File: src/rtl/core/wapc_pkg.sv
// Package with the payload types and the shared codes of the wake alarm pair controller.
package wapc_pkg;

  // Kinds of input item.
  localparam logic [2:0] KIND_TICK        = 3'd0;
  localparam logic [2:0] KIND_SKIP_DAILY  = 3'd1;
  localparam logic [2:0] KIND_STOP_DAILY  = 3'd2;
  localparam logic [2:0] KIND_SKIP_SINGLE = 3'd3;
  localparam logic [2:0] KIND_STOP_SINGLE = 3'd4;
  localparam logic [2:0] KIND_SET_ARMED   = 3'd5;

  // Alarm phases, as reported in the status fields.
  localparam logic [1:0] PH_STANDBY = 2'd0;
  localparam logic [1:0] PH_PRE     = 2'd1;
  localparam logic [1:0] PH_ALARM   = 2'd2;
  localparam logic [1:0] PH_SKIP    = 2'd3;

  // Configuration register indexes.
  localparam logic [2:0] REG_DAILY_ENABLE  = 3'd0;
  localparam logic [2:0] REG_DAILY_HOUR    = 3'd1;
  localparam logic [2:0] REG_DAILY_MINUTE  = 3'd2;
  localparam logic [2:0] REG_SINGLE_HOUR   = 3'd3;
  localparam logic [2:0] REG_SINGLE_MINUTE = 3'd4;
  localparam logic [2:0] REG_PREALARM_SEC  = 3'd5;
  localparam logic [2:0] REG_RAMP_SEC      = 3'd6;

  localparam int unsigned CFG_DATA_W = 16;

  // Reset values of the window and ramp lengths.
  localparam logic [15:0] PREALARM_SEC_RST = 16'd1800;
  localparam logic [11:0] RAMP_SEC_RST     = 12'd300;

  // Level that stands for 1.0.
  localparam logic [8:0] FULL_LEVEL = 9'd256;

  typedef struct packed {
    logic [2:0]  kind;
    logic [16:0] time_of_day;
    logic        armed_value;
  } in_item_t;

  typedef struct packed {
    logic [1:0] daily_status;
    logic [1:0] single_status;
    logic       single_armed;
    logic [8:0] daily_pre_level;
    logic [8:0] daily_ramp_level;
    logic [8:0] single_pre_level;
    logic [8:0] single_ramp_level;
  } out_item_t;

endpackage

File: src/rtl/core/wake_alarm_pair_controller.sv
// Top level of the wake alarm pair controller: phase update and shared level divider.
//
//   Channel  Direction  Handshake                Payload
//   in_      input      in_valid / in_stall      wapc_pkg::in_item_t (kind, time, armed)
//   out_     output     out_valid / out_stall    wapc_pkg::out_item_t (states, levels)
//   cfg_     input      cfg_we (write only)      cfg_index, cfg_wdata
//
// The phases are updated at the edge of the input transfer itself. Each alarm then
// takes a setup step, plus a run of the shared restoring divider when its level
// needs a division, and a finish step loads the output register. The input stays
// stalled from the transfer until the finish step is done, so a new item is taken
// only once the last one has reached the output register.
// Reset is synchronous and active low; it clears the phases, the armed flag, the
// last time and the configuration to their reset values. A stalled result holds
// in the output register while the next item is already taken and worked on; that
// item's result waits in the finish cycle until the register is free.
module wake_alarm_pair_controller (
  input  logic                            clk,
  input  logic                            rst_n,
  input  logic                            in_valid,
  output logic                            in_stall,
  input  wapc_pkg::in_item_t              in_data,
  output logic                            out_valid,
  input  logic                            out_stall,
  output wapc_pkg::out_item_t             out_data,
  input  logic                            cfg_we,
  input  logic [2:0]                      cfg_index,
  input  logic [wapc_pkg::CFG_DATA_W-1:0] cfg_wdata
);
  import wapc_pkg::*;

  // Sequencer states.
  localparam logic [1:0] ST_IDLE   = 2'd0;
  localparam logic [1:0] ST_SETUP  = 2'd1;
  localparam logic [1:0] ST_DIV    = 2'd2;
  localparam logic [1:0] ST_FINISH = 2'd3;

  // The divider produces one quotient bit per step, nine bits in all.
  localparam logic [3:0] DIV_LAST = 4'd8;

  // What one alarm needs from the divider: either a fixed level or a division.
  typedef struct packed {
    logic        need_div;
    logic [8:0]  fixed_level;
    logic [16:0] num;
    logic [15:0] den;
  } prep_t;

  // Configuration registers.
  logic        daily_enable_r;
  logic [4:0]  daily_hour_r;
  logic [5:0]  daily_minute_r;
  logic [4:0]  single_hour_r;
  logic [5:0]  single_minute_r;
  logic [15:0] prealarm_sec_r;
  logic [11:0] ramp_sec_r;

  // Alarm state.
  logic [1:0]  daily_phase_r, daily_phase_nxt;
  logic [1:0]  single_phase_r, single_phase_nxt;
  logic        single_arm_r, single_arm_nxt;
  logic [16:0] last_time_r, last_time_nxt;

  // Sequencer and divider.
  logic [1:0]  state_r, state_nxt;
  logic        sel_r, sel_nxt;
  logic [3:0]  cnt_r, cnt_nxt;
  logic [16:0] rem_r, rem_nxt;
  logic [15:0] den_r, den_nxt;
  logic [8:0]  quo_r, quo_nxt;
  logic [8:0]  daily_level_r, daily_level_nxt;
  logic [8:0]  single_level_r, single_level_nxt;

  // Output register.
  logic        out_valid_r, out_valid_nxt;
  out_item_t   out_data_r, out_data_nxt;

  logic        in_acc;
  logic [16:0] a_daily, a_single;
  logic [16:0] a_sel;
  logic [1:0]  phase_sel;
  prep_t       prep;
  logic [16:0] trial;
  logic        ge;
  logic [16:0] trial_sub;
  logic [8:0]  level_done;

  // Alarm time in seconds; for any hour and minute code it fits in 17 bits.
  function automatic logic [16:0] alarm_time(input logic [4:0] hour, input logic [5:0] minute);
    logic [16:0] h_sec;
    logic [16:0] m_sec;
    h_sec = {12'd0, hour} * 17'd3600;
    m_sec = {11'd0, minute} * 17'd60;
    return h_sec + m_sec;
  endfunction

  // Phase step on a tick, checked in order of priority.
  function automatic logic [1:0] advance(input logic [1:0] phase, input logic active,
                                         input logic skip_rearms, input logic [16:0] t,
                                         input logic [16:0] a, input logic [15:0] p);
    logic [17:0] t_plus_p;
    logic [1:0]  res;
    t_plus_p = {1'b0, t} + {2'b00, p};
    if (!active) begin
      res = PH_STANDBY;
    end else if (phase == PH_ALARM) begin
      res = PH_ALARM;
    end else if (phase == PH_PRE && t >= a) begin
      res = PH_ALARM;
    end else if (skip_rearms && phase == PH_SKIP && t >= a) begin
      res = PH_STANDBY;
    end else if (phase != PH_SKIP && t < a && t_plus_p >= {1'b0, a}) begin
      res = PH_PRE;
    end else begin
      res = phase;
    end
    return res;
  endfunction

  assign a_daily  = alarm_time(daily_hour_r, daily_minute_r);
  assign a_single = alarm_time(single_hour_r, single_minute_r);

  // The input is ready whenever the sequencer is idle; a waiting result does not
  // hold it back, since the output register keeps that result apart.
  assign in_stall = (state_r != ST_IDLE);
  assign in_acc   = in_valid && !in_stall;

  assign out_valid = out_valid_r;
  assign out_data  = out_data_r;

  // Configuration writes.
  always_ff @(posedge clk) begin
    if (!rst_n) begin
      daily_enable_r  <= 1'b0;
      daily_hour_r    <= '0;
      daily_minute_r  <= '0;
      single_hour_r   <= '0;
      single_minute_r <= '0;
      prealarm_sec_r  <= PREALARM_SEC_RST;
      ramp_sec_r      <= RAMP_SEC_RST;
    end else if (cfg_we) begin
      unique case (cfg_index)
        REG_DAILY_ENABLE:  daily_enable_r  <= cfg_wdata[0];
        REG_DAILY_HOUR:    daily_hour_r    <= cfg_wdata[4:0];
        REG_DAILY_MINUTE:  daily_minute_r  <= cfg_wdata[5:0];
        REG_SINGLE_HOUR:   single_hour_r   <= cfg_wdata[4:0];
        REG_SINGLE_MINUTE: single_minute_r <= cfg_wdata[5:0];
        REG_PREALARM_SEC:  prealarm_sec_r  <= cfg_wdata[15:0];
        REG_RAMP_SEC:      ramp_sec_r      <= cfg_wdata[11:0];
        default: begin
        end
      endcase
    end
  end

  // Phase update in the transfer cycle. Commands never apply the tick rules.
  always_comb begin
    daily_phase_nxt  = daily_phase_r;
    single_phase_nxt = single_phase_r;
    single_arm_nxt   = single_arm_r;
    last_time_nxt    = last_time_r;
    if (in_acc) begin
      unique case (in_data.kind)
        KIND_TICK: begin
          last_time_nxt    = in_data.time_of_day;
          daily_phase_nxt  = advance(daily_phase_r, daily_enable_r, 1'b1,
                                     in_data.time_of_day, a_daily, prealarm_sec_r);
          single_phase_nxt = advance(single_phase_r, single_arm_r, 1'b0,
                                     in_data.time_of_day, a_single, prealarm_sec_r);
        end
        KIND_SKIP_DAILY:  daily_phase_nxt = PH_SKIP;
        KIND_STOP_DAILY:  daily_phase_nxt = PH_STANDBY;
        KIND_SKIP_SINGLE: single_phase_nxt = PH_SKIP;
        KIND_STOP_SINGLE: begin
          single_phase_nxt = PH_STANDBY;
          single_arm_nxt   = 1'b0;
        end
        KIND_SET_ARMED:   single_arm_nxt = in_data.armed_value;
        default: begin
        end
      endcase
    end
  end

  // Setup for the selected alarm. In pre-alarm the level is the elapsed part of
  // the window over the window; in alarm it is the time past the alarm over the
  // ramp length. The edge cases give a fixed level and skip the divider.
  assign a_sel     = sel_r ? a_single : a_daily;
  assign phase_sel = sel_r ? single_phase_r : daily_phase_r;

  always_comb begin
    logic [16:0] left;
    logic [17:0] a_plus_r;
    left     = a_sel - last_time_r;
    a_plus_r = {1'b0, a_sel} + {6'd0, ramp_sec_r};
    prep.need_div    = 1'b0;
    prep.fixed_level = '0;
    prep.num         = '0;
    prep.den         = '0;
    if (phase_sel == PH_PRE) begin
      if (prealarm_sec_r == '0 || last_time_r >= a_sel) begin
        prep.fixed_level = FULL_LEVEL;
      end else if (left >= {1'b0, prealarm_sec_r}) begin
        prep.fixed_level = '0;
      end else begin
        prep.need_div = 1'b1;
        prep.num      = {1'b0, prealarm_sec_r - left[15:0]};
        prep.den      = prealarm_sec_r;
      end
    end else if (phase_sel == PH_ALARM) begin
      if (ramp_sec_r == '0 || {1'b0, last_time_r} > a_plus_r) begin
        prep.fixed_level = FULL_LEVEL;
      end else if (last_time_r < a_sel) begin
        prep.fixed_level = '0;
      end else begin
        prep.need_div = 1'b1;
        prep.num      = last_time_r - a_sel;
        prep.den      = {4'd0, ramp_sec_r};
      end
    end
  end

  // Restoring divider step. The numerator never exceeds the divisor, so the
  // first step needs no shift and yields the bit worth 256; the remainder then
  // stays below the divisor and its doubled value fits in 17 bits.
  assign trial      = (cnt_r == '0) ? rem_r : {rem_r[15:0], 1'b0};
  assign ge         = (trial >= {1'b0, den_r});
  assign trial_sub  = trial - {1'b0, den_r};
  assign level_done = {quo_r[7:0], ge};

  // Sequencer.
  always_comb begin
    state_nxt        = state_r;
    sel_nxt          = sel_r;
    cnt_nxt          = cnt_r;
    rem_nxt          = rem_r;
    den_nxt          = den_r;
    quo_nxt          = quo_r;
    daily_level_nxt  = daily_level_r;
    single_level_nxt = single_level_r;
    out_valid_nxt    = out_valid_r && out_stall;
    out_data_nxt     = out_data_r;
    unique case (state_r)
      ST_IDLE: begin
        if (in_acc) begin
          state_nxt = ST_SETUP;
          sel_nxt   = 1'b0;
        end
      end
      ST_SETUP: begin
        if (prep.need_div) begin
          rem_nxt   = prep.num;
          den_nxt   = prep.den;
          quo_nxt   = '0;
          cnt_nxt   = '0;
          state_nxt = ST_DIV;
        end else begin
          if (sel_r) begin
            single_level_nxt = prep.fixed_level;
            state_nxt        = ST_FINISH;
          end else begin
            daily_level_nxt = prep.fixed_level;
            sel_nxt         = 1'b1;
          end
        end
      end
      ST_DIV: begin
        rem_nxt = ge ? trial_sub : trial;
        quo_nxt = level_done;
        cnt_nxt = cnt_r + 4'd1;
        if (cnt_r == DIV_LAST) begin
          if (sel_r) begin
            single_level_nxt = level_done;
            state_nxt        = ST_FINISH;
          end else begin
            daily_level_nxt = level_done;
            sel_nxt         = 1'b1;
            state_nxt       = ST_SETUP;
          end
        end
      end
      ST_FINISH: begin
        // Load the output register once it is empty or being emptied.
        if (!out_valid_r || !out_stall) begin
          out_valid_nxt                  = 1'b1;
          out_data_nxt.daily_status      = daily_phase_r;
          out_data_nxt.single_status     = single_phase_r;
          out_data_nxt.single_armed      = single_arm_r;
          out_data_nxt.daily_pre_level   = (daily_phase_r == PH_PRE) ? daily_level_r : '0;
          out_data_nxt.daily_ramp_level  = (daily_phase_r == PH_ALARM) ? daily_level_r : '0;
          out_data_nxt.single_pre_level  = (single_phase_r == PH_PRE) ? single_level_r : '0;
          out_data_nxt.single_ramp_level = (single_phase_r == PH_ALARM) ? single_level_r : '0;
          state_nxt                      = ST_IDLE;
        end
      end
      default: state_nxt = ST_IDLE;
    endcase
  end

  always_ff @(posedge clk) begin
    if (!rst_n) begin
      state_r        <= ST_IDLE;
      sel_r          <= 1'b0;
      cnt_r          <= '0;
      out_valid_r    <= 1'b0;
      daily_phase_r  <= PH_STANDBY;
      single_phase_r <= PH_STANDBY;
      single_arm_r   <= 1'b0;
      last_time_r    <= '0;
    end else begin
      state_r        <= state_nxt;
      sel_r          <= sel_nxt;
      cnt_r          <= cnt_nxt;
      out_valid_r    <= out_valid_nxt;
      daily_phase_r  <= daily_phase_nxt;
      single_phase_r <= single_phase_nxt;
      single_arm_r   <= single_arm_nxt;
      last_time_r    <= last_time_nxt;
    end
  end

  // Datapath registers carry no reset.
  always_ff @(posedge clk) begin
    rem_r          <= rem_nxt;
    den_r          <= den_nxt;
    quo_r          <= quo_nxt;
    daily_level_r  <= daily_level_nxt;
    single_level_r <= single_level_nxt;
    out_data_r     <= out_data_nxt;
  end

endmodule

File: config.mk
export PLATFORM = sky130hd
export DESIGN_NAME = wake_alarm_pair_controller
export DESIGN_NICKNAME = d
export VERILOG_FILES = /design/src/rtl/core/wapc_pkg.sv /design/src/rtl/core/wake_alarm_pair_controller.sv
export SDC_FILE = /design/constraint.sdc
export NUM_CORES = 1
export LEC_CHECK = 0
export BUFFER_PORTS_ARGS = -buffer_cell sky130_fd_sc_hd__clkbuf_2
export CORE_ASPECT_RATIO = 0.6
export CORE_UTILIZATION = 57
export DETAILED_ROUTE_END_ITERATION = 10
export HOLD_SLACK_MARGIN = 0.03
export PLACE_DENSITY_LB_ADDON = 0.05
export SYNTH_ARGS = -nofsm -noshare
export SYNTH_HDL_FRONTEND = slang
export SYNTH_SLANG_ARGS = --single-unit
File: constraint.sdc
create_clock -name clk -period 8.33 [get_ports clk]
set_input_delay 0.833 -clock clk [delete_from_list [all_inputs] [get_ports clk]]
set_output_delay 0.833 -clock clk [all_outputs]
set_load 0.01 [all_outputs]
==> out/results.ini <==
[sta]
period_needed_ns = 7.98
fmax_mhz = 125
hold_viol = 0
max-slew-margin-rel_pct = 15.4
worstMarginPinSlew_ns = 1.27
finalSetupTns_ns = 0
fin_crit_sh_pct = 95.7
maxSlewViolCount = 0
setup_viol = 0
clock-skew-final_ns = 0.0202

[layout]
final-instance-count-excl-fill = 2417
fin_nets = 2347
syn_to_final_growth_pct = 9.68
drive_gt1_share_pct = 10.6
final_core_util_pct = 64.2
diodes = 0
final_cell_area_mm2 = 0.0187

[run_status]
status = complete, no violations

[setup_path]
cp_slowest_stage_delay_ns = 0.52
critical_path_arrival_ns = 8.38
crit_required_ns = 8.74
end_kind = flip-flop
crit_slowest_cell = fa_1
crit_top_cell = ha_1
crit_buf_inv = 3
crit_fanout = 7
path_class = flip-flop to flip-flop
cp_top_family = adder cells
cp-start-kind = flip-flop

[drt]
avgRoutedWirePerCell_um = 20.1
vias = 14500
drt_first_iter_violations = 1275
avgViaCountPerCell = 6.00
dr.pass1.iters = 5
drc_errors = 0
antenna_left = 0
wirelength_um = 48600

[synthesis]
synth.avg_cell_area_um2 = 8.85
yosys.area.top_type = ha_1
netlist_instances = 1923
synth_area_leaders = ha_1 (20%), edfxtp_1 (18%), dfxtp_1 (9.5%)
ys_ff_latch = 181
netlist_area_mm2 = 0.0170
synth_most_common_cell = ha_1
synth-edff-count = 100
synth_flop_cell = edfxtp_1
yosysWarnings = 0
synth_nets = 2266
ys_top_cells_by_count = ha_1 (267), inv_1 (189), a21oi_1 (156), nand2_1 (156), nor2_1 (128)
yosysSeqAreaShare_pct = 27.2
synth_cell_type_count = 78
synth_top_area_share_pct = 19.6
async_flop_share_pct = 0

[die]
rows = 48
die_w_um = 225
coreArea_mm2 = 0.0291
die_h_um = 136
ios = 88
initial_core_util_pct = 58.6
fp.dieArea_mm2 = 0.0306

[place]
port_buffers = 87
place_inst = 2381
place.gp.congestion = 0.928
dpl-instance-area_mm2 = 0.0180
dp_hpwl_um = 39300

[grt]
grtUsageTotal_pct = 32.7
antenna_found_initial = 0
grt_pass1_vias = 13400
grt_pass1_wl_um = 75800
grt_max_degree = 64
grt_remaining_overflow = 0

[power_and_ir_drop]
vdd_drop_max_mv = 0.166
powerDensity_mw_per_mm2 = 203
p_leak_nw = 8.20

[clocking]
htree_levels = 4
cts-root-buf = clkbuf_16
clk_pin_slew_ns = 0.08
cts_tree = built
clk_latency_ns = 0.48
clkSinkCount = 181
cts_buffer_depth = 2
holdBufCountCts = 0
numCtsBuffers = 17

[hold_path]
hold_path.class = flip-flop to flip-flop

[run]
cap_violations = 0

[placed cells by master (no fill, tap or decap), types with 7 or more instances in the layout]
| master | n |
|---|---|
| clkbuf_2 | 87 |
| nand3_1 | 28 |
| nand2b_1 | 19 |
| xor2_1 | 34 |
| or3_1 | 14 |
| o21ai_0 | 82 |
| a22o_1 | 14 |
| o211ai_1 | 22 |
| mux2i_1 | 40 |
| a221oi_1 | 16 |
| a21o_1 | 44 |
| a211oi_1 | 17 |
| nor3_1 | 26 |
| nor4_1 | 14 |
| inv_1 | 187 |
| o21a_1 | 26 |
| and2_1 | 60 |
| xnor2_1 | 78 |
| nand4_1 | 29 |
| clkbuf_16 | 17 |
| edfxtp_1 | 100 |
| ha_1 | 265 |
| mux2_2 | 19 |
| a21oi_1 | 152 |
| a21boi_0 | 8 |
| o41ai_1 | 7 |
| o21bai_1 | 14 |
| nor2_1 | 124 |
| nand2_1 | 156 |
| dfxtp_1 | 80 |
| nor2b_1 | 29 |
| fa_1 | 31 |
| buf_4 | 29 |
| a31oi_1 | 17 |
[power breakdown]
group          switching, W  internal (W)  total, W  leakage [nW]
registers         0.0000638       0.00106   0.00112          1.59
logic               0.00109      0.000737   0.00182          6.31
clock network      0.000438      0.000412  0.000850         0.298
total               0.00159       0.00220   0.00379          8.20
[cell families after synthesis]
group,Yosys count,synth area share (%)
buffers and inverters,243,5.40
XOR/XNOR,114,5.87
AND/OR/NAND/NOR,533,15.4
adder cells (fa/ha/maj),298,23.3
flip-flops,181,27.2
AO/OA/AOI/OAI,494,19.3
multiplexers,60,3.67
[worst reg2reg max path, delay by kind of cell, from the launching register on]
family,cells,cell delay (ns)
AO/OA/AOI/OAI,10,2.27
adder cells (fa/ha/maj),6,2.44
XOR/XNOR,3,0.60
multiplexers,1,0.36
AND/OR/NAND/NOR,8,1.55
buffers and inverters,3,0.30
flip-flops,1,0.41
[stage by stage]
step	hold WS (ns)	setup slack (ns)	total power, W
after floorplan	0.445	0.0436	0.00244
final	0.492	0.354	0.00379
after CTS	0.492	0.120	0.00375
after global placement	0.473	0.0941	0.00287
after detailed placement	0.467	-0.117	0.00290
after global routing	0.511	-0.0148	0.00403
[worst paths after layout]
| kind | start | cells after the start | end | slack [ns] |
|---|---|---|---|---|
| max | single_minute_r[1] | 31 | cnt_r[3] | 0.35 |
| max reg2reg | single_minute_r[1] | 31 | cnt_r[3] | 0.35 |
| min | last_time_r[2] | 2 | last_time_r[2] | 0.49 |
| min reg2reg | last_time_r[2] | 2 | last_time_r[2] | 0.49 |
[registers in the layout, summed over array words and instances (netlist names), 6 cells and up]
register and count:
daily_level_r 9, daily_minute_r 6, den_r 16, last_time_r 17
out_data 41, prealarm_sec_r 16, quo_r 8, ramp_sec_r 12
rem_r 17, single_level_r 9, single_minute_r 6
[layer usage]
layer  up-vias  part of all wire (%)  track usage, %
li1       7064                     -               -
met1      6858                    52            51.9
met2       546                    37            42.9
met3        36                    10            8.99
met4         0                  0.85            6.12
met5         -                     0               0
[layout make-up]
| class | count | area [um2] |
|---|---|---|
| Tap cell | 400 | 500 |
| Multi-Input combinational cell | 1499 | 11600 |
| Clock inverter | 15 | 184 |
| Fill cell | 2482 | 10400 |
| Clock buffer | 17 | 425 |
| Inverter | 189 | 709 |
| Sequential cell | 181 | 4630 |
| Timing Repair Buffer | 116 | 653 |
[what timing repair did]
action	4_1_cts	5_1_grt
buffers inserted	0	4
cloned	0	0
gates resized for setup	2	15
endpoints found under the hold margin	0	0
setup endpoints to repair	45	99
pin swaps	0	3
No activity file was read; power rests on OpenSTA's default activity.
